--- src/hw/rtl/bfsa_pkg.sv ---
// Shared types, constants and helpers for the buffer free-stack allocator.
// Depends on nothing; every other file imports it.
package bfsa_pkg;

   localparam int IDX_W      = 10;
   localparam int ENTRIES_W  = 11;
   localparam int BYTES_W    = 17;
   localparam int ADDR_W64   = 64;
   localparam int COUNT_W    = 7;
   localparam int CSR_IDX_W  = 2;
   localparam int PROD_W     = IDX_W + BYTES_W;

   localparam int POOL_DEPTH_DEFAULT = 1024;
   localparam int MAX_BATCH_DEFAULT  = 64;

   localparam logic [ENTRIES_W-1:0] ENTRIES_RESET = 11'd1024;
   localparam logic [BYTES_W-1:0]   BYTES_RESET   = 17'd2048;
   localparam logic [BYTES_W-1:0]   BYTES_DEFAULT = 17'd2048;
   localparam logic [ADDR_W64-1:0]  BASE_RESET    = 64'd0;

   // request opcodes
   localparam logic OP_ALLOC = 1'b0;
   localparam logic OP_FREE  = 1'b1;

   // register indexes on the csr port
   localparam logic [CSR_IDX_W-1:0] CSR_POOL_ENTRIES = 2'd0;
   localparam logic [CSR_IDX_W-1:0] CSR_BUFFER_BYTES = 2'd1;
   localparam logic [CSR_IDX_W-1:0] CSR_POOL_BASE    = 2'd2;

   typedef struct packed {
      logic               opcode;
      logic [COUNT_W-1:0] request_count;
      logic [IDX_W-1:0]   freed_index;
   } req_type;

   typedef struct packed {
      logic [IDX_W-1:0]    slot_index;
      logic [ADDR_W64-1:0] slot_address;
      logic                slot_valid;
      logic [COUNT_W-1:0]  granted_total;
      logic                last_of_run;
   } rsp_type;

   // stack commands from the sequencer
   typedef struct packed {
      logic             push;
      logic             pop;
      logic             refill;
      logic [IDX_W-1:0] push_index;
   } stk_ctl_type;

   // pool size clipped to the stack depth
   function automatic logic [31:0] sat_pool(input logic [ENTRIES_W-1:0] entries,
                                            input int unsigned depth);
      logic [31:0] ext;
      ext = 32'(entries);
      sat_pool = (ext > 32'(depth)) ? 32'(depth) : ext;
   endfunction

endpackage

--- src/hw/rtl/bfsa_addr_unit.sv ---
// Shared address unit: index times buffer size, then plus pool base.
// Depends on bfsa_pkg.
module bfsa_addr_unit (
   input  logic                           clock,
   input  logic                           mul_en,
   input  logic [bfsa_pkg::IDX_W-1:0]     index,
   input  logic [bfsa_pkg::BYTES_W-1:0]   size,
   input  logic [bfsa_pkg::ADDR_W64-1:0]  base,
   output logic [bfsa_pkg::IDX_W-1:0]     index_out,
   output logic [bfsa_pkg::ADDR_W64-1:0]  address
);
   import bfsa_pkg::*;

   logic [IDX_W-1:0]  idx_ff;
   logic [PROD_W-1:0] prod_ff;

   always_ff @(posedge clock) begin
      if (mul_en) begin
         idx_ff  <= index;
         prod_ff <= PROD_W'(index) * PROD_W'(size);
      end
   end

   // add step, registered by the output stage
   assign index_out = idx_ff;
   assign address   = base + ADDR_W64'(prod_ff);

endmodule

--- config.mk ---
export PLATFORM = sky130hd
export DESIGN_NAME = bfsa_addr_unit
export DESIGN_NICKNAME = d
export VERILOG_FILES = /design/src/hw/rtl/bfsa_pkg.sv /design/src/hw/rtl/bfsa_addr_unit.sv
export SDC_FILE = /design/constraint.sdc
export NUM_CORES = 1
export LEC_CHECK = 0
export BUFFER_PORTS_ARGS = -buffer_cell sky130_fd_sc_hd__buf_2
export CORE_ASPECT_RATIO = 0.5
export CORE_MARGIN = 3
export CORE_UTILIZATION = 55
export CTS_CLUSTER_SIZE = 30
export DETAILED_ROUTE_END_ITERATION = 12
export PLACE_DENSITY = 0.9
export SYNTH_ARGS = -nofsm -noshare
export SYNTH_HDL_FRONTEND = slang
export SYNTH_SLANG_ARGS = --single-unit
--- constraint.sdc ---
create_clock -name clock -period 19.1 [get_ports clock]
set_clock_uncertainty 0.2 [all_clocks]
set_input_delay 2.865 -clock clock [delete_from_list [all_inputs] [get_ports clock]]
set_output_delay 2.865 -clock clock [all_outputs]
set_load 0.05 [all_outputs]
==> results.cfg, run 1 <==
[routing]
first_iter_violations = 736
vias = 7449
avgRoutedWirePerCell_um = 17.97
via_per_inst = 5.730
drc = 0
drt-total-wl_um = 23360
ant_nets = 0
dr.pass1.iters = 5

[cells_and_area]
final_cell_mix = 166 x buf_2, 139 x inv_1, 121 x nand2_1
nFillCells = 1136
drive_gt1_frac = 0.1697
areaGrowthSynthToFinish_pct = 12.41
antennaDiodeCount = 0
multi_input_area_mm2 = 0.006838
finalNetCount = 1402
regArea_mm2 = 0.001111
design_area_mm2 = 0.009688
final_common_cell = buf_2

[setup_path]
endpoint = address[52]
cp_num_cells = 13
worstPathCellList = buf_2, ha_1, inv_1, fa_1, nand2b_1, a21oi_1, o211ai_1, a31oi_2, a211oi_2, o21ai_4, nand4_1, xnor2_1, buf_2
crit_arrival_ns = 5.74
cpMostUsedCell = buf_2
cp_slowest_stage_delay_ns = 0.45
startpoint_type = input pin
cp-end-kind = output pin
path_max_fanout = 18
startpoint = base[0]
crit_type = in -> out
crit_family = compound AO/OA/AOI/OAI gates
required_ns = 16.03
cpMaxStageDelayCell = o21ai_4
path_buf_inv = 3

[sta]
fin_crit_ns = 8.807
final_hold_viol_count = 0
grt_setup_unrepaired = no
timing.final.max_slew_violations = 0
finalCritPeriodShare = 0.4611
hold_slack_ns = 2.795
worst_pin_slew_ns = 0.8809
timing.fmax_mhz = 113.5
setup_viol = 0
tns_ns = 0
slew_headroom = 0.4127

[synth]
syn-instance-count = 963
synth-main-ff-cell = edfxtp_1
ys_types = 57
postSynth.asyncResetShare = 0
synth_top_area_share = 0.2764
synth-edff-count = 37
synth_fp_nets = 1264
synth_area_mm2 = 0.008618
postSynthAreaPerCell_um2 = 8.949
ys_ff_latch = 37
yosysTopAreaCell = fa_1
yosysSeqAreaShare = 0.1289
ys_warn_count = 0
netlist_top_cells_area = fa_1 28%, ha_1 13%, edfxtp_1 13%

[placement]
placed_area_mm2 = 0.009549
globalplace.congestion = 0.8897
hpwl_um = 18850
port_buffers = 166

[clock_network]
htreeDepth = 2
cts.sinks = 37
cts_made_buffers = 5
cts.clk_slew.worst_paths_ns = 0.06
cts_buffer_depth = 2
cts_root_buffer = clkbuf_16
cts_hold_buf = 0
cts_resized = 0
cts_tree = yes
post-cts-setup-buffers = 0

[outcome]
status = completed

[die]
die_x_um = 183.0
die_y_um = 94.52
start_util = 0.5786
coreArea_mm2 = 0.01489
die_area_mm2 = 0.01730
rows = 31
io_pins = 167

[job]
cap_viol_max_count = 0

[power_and_ir_drop]
vdd_drop_max_v = 0.0001140
design_power_total_w = 0.001765
power_density_mw_per_mm2 = 182.2
p_leak_nw = 4.934

[global_route]
grt_max_degree = 38
grt_pass1_wl_um = 38170
grt_overflow = 0
grt_pass1_vias = 7816
grtUsageTotal = 0.2740
antenna_found_initial = 0

[hold_path]
hold_path_class = in -> reg
==> through the flow <==
| stage | setup slack [ns] | instances | util |
|---|---|---|---|
| 4_1_cts | 10.32 | 1300 | 0.6505 |
| 3_3_place_gp | 10.42 | 1292 | 0.6411 |
| 5_1_grt | 10.08 | 1300 | 0.6505 |
| 3_5_place_dp | 10.33 | 1292 | 0.6411 |
| 6_report | 10.29 | 1300 | 0.6505 |
| 2_1_floorplan | 10.35 | 963 | - |
==> layout make-up <==
class | instances | share of cell area
Multi-Input combinational cell | 752 | 0.7058
Clock inverter | 2 | 0.001033
Clock buffer | 6 | 0.01330
Inverter | 139 | 0.05386
Timing Repair Buffer | 166 | 0.08575
Sequential cell | 37 | 0.1147
Tap cell | 198 | 0.02557
==> cells in the mapped netlist, drive strengths merged, types with 4 or more instances <==
| library cell | n |
|---|---|
| a21oi | 45 |
| nor2 | 26 |
| o21a | 6 |
| nand3 | 20 |
| xor2 | 21 |
| o21bai | 9 |
| nand2b | 4 |
| and3 | 12 |
| fa | 119 |
| nand2 | 122 |
| clkbuf | 31 |
| and2 | 93 |
| o21ai | 20 |
| o211ai | 8 |
| a211oi | 8 |
| a31oi | 5 |
| edfxtp | 37 |
| nand4 | 21 |
| a21o | 21 |
| buf | 4 |
| nor3 | 7 |
| xnor2 | 64 |
| ha | 89 |
| inv | 139 |
==> report_power, final <==
group | internal, W | switching [W]
clock network | 0.0000480 | 0.0000336
logic | 0.000542 | 0.000965
registers | 0.000164 | 0.0000123
==> routing by layer <==
metal,share of wire,global-route usage,vias to the layer above
li1,-,-,3420
met3,0.096,0.05656,59
met4,0.026,0.08170,0
met2,0.48,0.4792,377
met1,0.40,0.3483,3593
met5,0,0,-
==> sequential cells by signal (all words and copies together) (netlist names) <==
register	count
index_out	10
prod_ff	27
==> cells by family after synthesis <==
| group | after synthesis | share of synthesized area |
|---|---|---|
| xor+xnor | 85 | 0.08638 |
| buf+inv | 174 | 0.07767 |
| fa+ha+maj | 208 | 0.4056 |
| flops | 37 | 0.1289 |
| compound gates | 139 | 0.1084 |
| simple gates | 320 | 0.1929 |
==> worst min-delay path by stage <==
stage | startpoint | end | slack [ns] | depth (start not counted)
floorplan | index[0] | index_out[0] | 2.76 | 0
global placement | index[0] | index_out[0] | 3.07 | 1
detailed placement | index[0] | index_out[0] | 3.09 | 1
CTS | index[0] | index_out[0] | 2.79 | 1
global route | index[8] | index_out[8] | 2.80 | 1
finish | index[0] | index_out[0] | 2.80 | 1
(Power assumes the default switching activity.)
==> inputs of run 2 (changes only) <==
--- a/config.mk
+++ b/config.mk
@@ -5,13 +5,14 @@
 export SDC_FILE = /design/constraint.sdc
 export NUM_CORES = 1
 export LEC_CHECK = 0
+export ABC_AREA = 1
 export BUFFER_PORTS_ARGS = -buffer_cell sky130_fd_sc_hd__buf_2
 export CORE_ASPECT_RATIO = 0.5
 export CORE_MARGIN = 3
-export CORE_UTILIZATION = 55
+export CORE_UTILIZATION = 54
 export CTS_CLUSTER_SIZE = 30
 export DETAILED_ROUTE_END_ITERATION = 12
-export PLACE_DENSITY = 0.9
+export PLACE_DENSITY = 0.91
 export SYNTH_ARGS = -nofsm -noshare
 export SYNTH_HDL_FRONTEND = slang
 export SYNTH_SLANG_ARGS = --single-unit
==> constraint.sdc (replaced) <==
create_clock -name clock -period 7.61 [get_ports clock]
set_clock_uncertainty 0.2 [all_clocks]
set_input_delay 1.1415 -clock clock [delete_from_list [all_inputs] [get_ports clock]]
set_output_delay 1.1415 -clock clock [all_outputs]
set_load 0.05 [all_outputs]
==> run 2 against run 1 <==
- total power increased to 2.7 times the previous value
- highest routed layer unchanged
- via count grew 44%
- non-clock buffer count stayed put
- final cell count up 59%
- largest cell class unchanged
- first-iteration DRC count increased by 57%
==> results.cfg, run 2 <==
[synth]
ys_ff_latch = 37
netlist_top_cells_area = fa_1 22%, nand2_1 21%, inv_1 14%
synth_top_family_by_area = simple AND/OR/NAND/NOR gates
synth_compound_gate_area_share = 0.03761
postSynthAreaPerCell_um2 = 6.394
synthSimpleGateAreaFrac = 0.3343
synth-main-ff-cell = edfxtp_1
synthMuxAreaShare = 0
ys_types = 33
yosysTopAreaCell = fa_1
yosysSeqAreaShare = 0.1041
synth_fa_ha_area_frac = 0.3274
synth_area_mm2 = 0.01068
synth-edff-count = 37
syn-instance-count = 1670
synth_top_area_share = 0.2231
postSynth.asyncResetShare = 0
ys_warn_count = 0
yosysMostFrequentCell = nand2_1
synth_fp_nets = 1971
synth_xor_area_frac = 0.04265
synth_common_cells = 601 x nand2_1, 399 x inv_1, 119 x fa_1, 104 x nor2_1, 89 x ha_1

[setup_path]
cpMaxStageDelayCell = fa_1
path_max_fanout = 18
crit_arrival_ns = 5.80
cp-end-kind = flip-flop
cp_slowest_stage_delay_ns = 0.55
path_buf_inv = 5
crit_type = in -> reg
cpMostUsedCell = fa_1
startpoint_type = input pin
crit_family = adder cells
worstPathCellList = buf_2, nand2_1, fa_1, fa_1, inv_1, fa_1, fa_1, inv_1, fa_1, inv_1, ha_1, a21oi_1, o21ai_0, a21oi_1, inv_1, nand3_1, nand3_1, nand2_1, nand2_1
required_ns = 7.44

[sta]
worst_pin_slew_ns = 0.8674
fin_crit_ns = 5.970
setup_viol = 0
final_hold_viol_count = 0
timing.final.max_slew_violations = 0
slew_headroom = 0.4217
tns_ns = 0
finalCritPeriodShare = 0.7845
timing.fmax_mhz = 167.5
grt_setup_unrepaired = no

[hold_path]
hp-start = index[6]
hold_path_class = in -> reg
hold_end = index_out[6]
min_path_cells = 1

[outcome]
status = completed

[routing]
drc = 0
ant_nets = 0
first_iter_violations = 1157
via_per_inst = 5.182
dr.pass1.iters = 6
drt-total-wl_um = 30460
avgRoutedWirePerCell_um = 14.74
vias = 10710

[global_route]
grt_max_degree = 38
grt_pass1_vias = 10400
grt_overflow = 0
grtUsageTotal = 0.2847
antenna_found_initial = 0
grt_pass1_wl_um = 50130

[cells_and_area]
regArea_mm2 = 0.001111
largest_reg_flops = 27
final_cell_mix = 601 x nand2_1, 399 x inv_1, 166 x buf_2
multi_input_area_mm2 = 0.007923
final_common_cell = nand2_1
finalNetCount = 2107
areaGrowthSynthToFinish_pct = 10.85
drive_gt1_frac = 0.1057
antennaDiodeCount = 0
regMostFlops = prod_ff
nFillCells = 1709

[clock_network]
post-cts-setup-buffers = 0
cts.clk_slew.worst_paths_ns = 0.07
cts_buffer_depth = 2
cts_root_buffer = clkbuf_16
htreeDepth = 2
cts.sinks = 37
cts_made_buffers = 5
cts_hold_buf = 0
cts_resized = 0
cts_tree = yes

[placement]
hpwl_um = 26350
globalplace.congestion = 0.9771
port_buffers = 166

[die]
start_util = 0.5657
rows = 35
coreArea_mm2 = 0.01887
io_pins = 167
die_y_um = 105.4
die_x_um = 204.9
die_area_mm2 = 0.02160

[power_and_ir_drop]
design_power_total_w = 0.004715
power_density_mw_per_mm2 = 398.3
p_leak_nw = 7.453
vdd_drop_max_v = 0.0002617

[job]
cap_viol_max_count = 0
[run 2: cell types whose count changed in the layout (fill, tap and decap cells not counted), sizes merged, moves of 23 or more]
| cell | delta |
|---|---|
| xnor2 | -56 |
| xor2 | +23 |
| inv | +262 |
| nand2 | +483 |
| and2 | -93 |
| nor2 | +80 |
| nand3 | +63 |
[run 2: logic make-up after synthesis]
family	count (synthesis)
AND/OR/NAND/NOR	862
buffers and inverters	438
adder cells (fa/ha/maj)	208
AO/OA/AOI/OAI	73
XOR/XNOR	52
flip-flops	37
[run 2: routing by layer]
layer	share of wire	global-route usage	wire, µm	vias up
met5	0	0	0	-
met4	0.027	0.07501	808	0
met3	0.083	0.03178	2533	78
met2	0.47	0.5014	14290	485
met1	0.42	0.3746	12840	4886
li1	-	-	-	5256
[run 2: stage by stage]
stage               area (µm²)    util  setup WS (ns)  hold slack [ns]  std cells
floorplan                10680       -          1.544            1.040       1670
global placement         11690  0.6196          1.528            1.372       2058
detailed placement       11690  0.6196          1.380            1.380       2058
CTS                      11840  0.6271          1.641            1.090       2066
global route             11840  0.6271          1.324            1.103       2066
finish                   11840  0.6271          1.640            1.090       2066
[run 2: cell type report]
| class | instances | share of cell area |
|---|---|---|
| multi-input combinational | 1195 | 0.6693 |
| inverter | 401 | 0.1272 |
| sequential | 37 | 0.09387 |
| timing repair buffer | 166 | 0.07019 |
| tap | 259 | 0.02738 |
| clock buffer | 5 | 0.01057 |
| clock inverter | 3 | 0.001480 |
[run 2: power breakdown]
part           total [W]  switching, W  internal [W]
Clock           0.000205     0.0000845      0.000120
Sequential      0.000439     0.0000255      0.000413
Combinational    0.00407       0.00280       0.00127
Total            0.00471       0.00291       0.00181
[run 2: worst max path at each step]
stage	from	cells past startpoint	slack, ns	endpoint
detailed placement	index[9]	19	1.38	prod_ff[26]
floorplan	index[9]	20	1.54	prod_ff[26]
global placement	index[3]	21	1.53	prod_ff[26]
CTS	index[9]	19	1.64	prod_ff[26]
global route	index[9]	19	1.32	prod_ff[26]
finish	index[9]	19	1.64	prod_ff[26]
==> inputs of run 3 (changes only) <==
--- a/config.mk
+++ b/config.mk
@@ -9,10 +9,10 @@
 export BUFFER_PORTS_ARGS = -buffer_cell sky130_fd_sc_hd__buf_2
 export CORE_ASPECT_RATIO = 0.5
 export CORE_MARGIN = 3
-export CORE_UTILIZATION = 54
+export CORE_UTILIZATION = 55
 export CTS_CLUSTER_SIZE = 30
 export DETAILED_ROUTE_END_ITERATION = 12
-export PLACE_DENSITY = 0.91
+export PLACE_DENSITY = 0.89
 export SYNTH_ARGS = -nofsm -noshare
 export SYNTH_HDL_FRONTEND = slang
 export SYNTH_SLANG_ARGS = --single-unit
==> constraint.sdc (replaced) <==
create_clock -name clock -period 5.5 [get_ports clock]
set_clock_uncertainty 0.2 [all_clocks]
set_input_delay 0.825 -clock clock [delete_from_list [all_inputs] [get_ports clock]]
set_output_delay 0.825 -clock clock [all_outputs]
set_load 0.05 [all_outputs]
==> run 3 against run 2 <==
- total power grew 59%
- highest routed layer unchanged
- core utilization grew 4.6 points
- sequential share of layout area shrank 0.56 points
==> results.cfg, run 3 (same netlist as run 2, synthesis figures left out) <==
[global_route]
grt_overflow = 0
grtUsageTotal = 0.3061
grt_pass1_vias = 11110
grt_pass1_wl_um = 53070
antenna_found_initial = 0
grt_max_degree = 38

[sta]
worst_pin_slew_ns = 0.8728
finalCritPeriodShare = 0.9903
tns_ns = 0
fin_crit_ns = 5.447
timing.fmax_mhz = 183.6
setup_viol = 0
final_hold_viol_count = 0
timing.final.max_slew_violations = 0
slew_headroom = 0.4181

[setup_path]
startpoint = size[3]
cp-end-kind = flip-flop
cp_slowest_stage_delay_ns = 0.54
required_ns = 5.33
path_max_fanout = 7
startpoint_type = input pin
worstPathCellList = buf_2, buf_4, nand2_1, fa_1, inv_1, fa_1, ha_1, fa_1, inv_1, fa_1, inv_1, ha_1, a21oi_1, nor2_1, nor2_2, nand2_2, nand2_1, nand2_1, nand2_1, nand2_1, xor2_1
crit_arrival_ns = 5.28
crit_type = in -> reg
cpMaxStageDelayCell = fa_1
cpMostUsedCell = nand2_1

[cells_and_area]
finalNetCount = 2184
final_cells = 2143
design_area_mm2 = 0.01259
areaGrowthSynthToFinish_pct = 17.88
largest_reg_flops = 27
final_util = 0.6731
regMostFlops = prod_ff
antennaDiodeCount = 0
final_common_cell = nand2_1
nFillCells = 1605
drive_gt1_frac = 0.1582
final_cell_mix = 597 x nand2_1, 399 x inv_1, 154 x buf_2

[clock_network]
cts_buffer_depth = 2
post-cts-setup-buffers = 0
cts_root_buffer = clkbuf_16
cts.clk_slew.worst_paths_ns = 0.06
cts.sinks = 37
cts_made_buffers = 5
cts_tree = yes
htreeDepth = 2

[power_and_ir_drop]
vdd_drop_max_v = 0.0003765
power_density_mw_per_mm2 = 595.8
p_leak_nw = 7.832

[routing]
drc = 0
vias = 11240
via_per_inst = 5.246
ant_nets = 0
dr.pass1.iters = 5
avgRoutedWirePerCell_um = 15.29
first_iter_violations = 939
drt-total-wl_um = 32770

[placement]
port_buffers = 166
dpl.cell_count = 2135
hpwl_um = 27900
placed_area_mm2 = 0.01229
globalplace.congestion = 0.9695

[die]
start_util = 0.5710
die_area_mm2 = 0.02122
die_y_um = 104.5
coreArea_mm2 = 0.01870
rows = 35
die_x_um = 203.1
io_pins = 167

[hold_path]
min_path_cells = 1
hp-start = index[2]
hold_end = index_out[2]
hold_path_class = in -> reg

[outcome]
status = completed

[job]
cap_viol_max_count = 0
[run 3: worst max-delay path by stage]
stage                        endpoint  slack (ns)
after floorplan           prod_ff[26]        0.01
after global placement    prod_ff[25]       -0.17
after detailed placement  prod_ff[22]       -0.26
after CTS                 prod_ff[25]        0.02
after global routing      prod_ff[21]        -0.1
final                     prod_ff[21]        0.05
[run 3: power breakdown]
part	internal [W]	switching (W)	leakage, nW
Combinational	0.00240	0.00421	7.40
Clock	0.000167	0.000117	0.0706
Sequential	0.000572	0.0000357	0.361
[run 3: metal layers]
metal | global-route usage | part of all wire
met2 | 0.5316 | 0.47
met3 | 0.03689 | 0.077
met5 | 0 | 0
met4 | 0.1349 | 0.049
met1 | 0.3855 | 0.40
[run 3: metrics by stage]
stage	worst slack [ns]	hold slack (ns)	total power, W
3_5_place_dp	-0.2573	1.037	0.006800
3_3_place_gp	-0.1713	1.020	0.006671
6_report	0.05343	0.6193	0.007499
2_1_floorplan	0.01309	0.7239	0.004852
5_1_grt	-0.09825	0.6277	0.008206
4_1_cts	0.02276	0.7395	0.007118
[run 3: layout make-up]
type	count	area, µm²	area share
tap	259	324.1	0.02575
clock buffer	6	128.9	0.01024
sequential	37	1111	0.08827
clock inverter	2	10.01	0.0007952
timing repair buffer	243	1446	0.1149
multi-input combinational	1195	8061	0.6405
inverter	401	1505	0.1196
[run 3: what timing repair did]
action,4_1_cts,5_1_grt
endpoints found under the hold margin,0,0
gates resized for setup,0,51
endpoints found under the setup margin,0,18
hold buffers,0,0
[run 3: critical path, delay by kind of cell]
family,cells,cell delay [ns]
AOI/OAI and AO/OA,1,0.29
xor gates and xnor gates,1,0.14
and+or+nand+nor,8,0.72
adders and majority gates,6,2.76
buffers and inverters,5,0.51
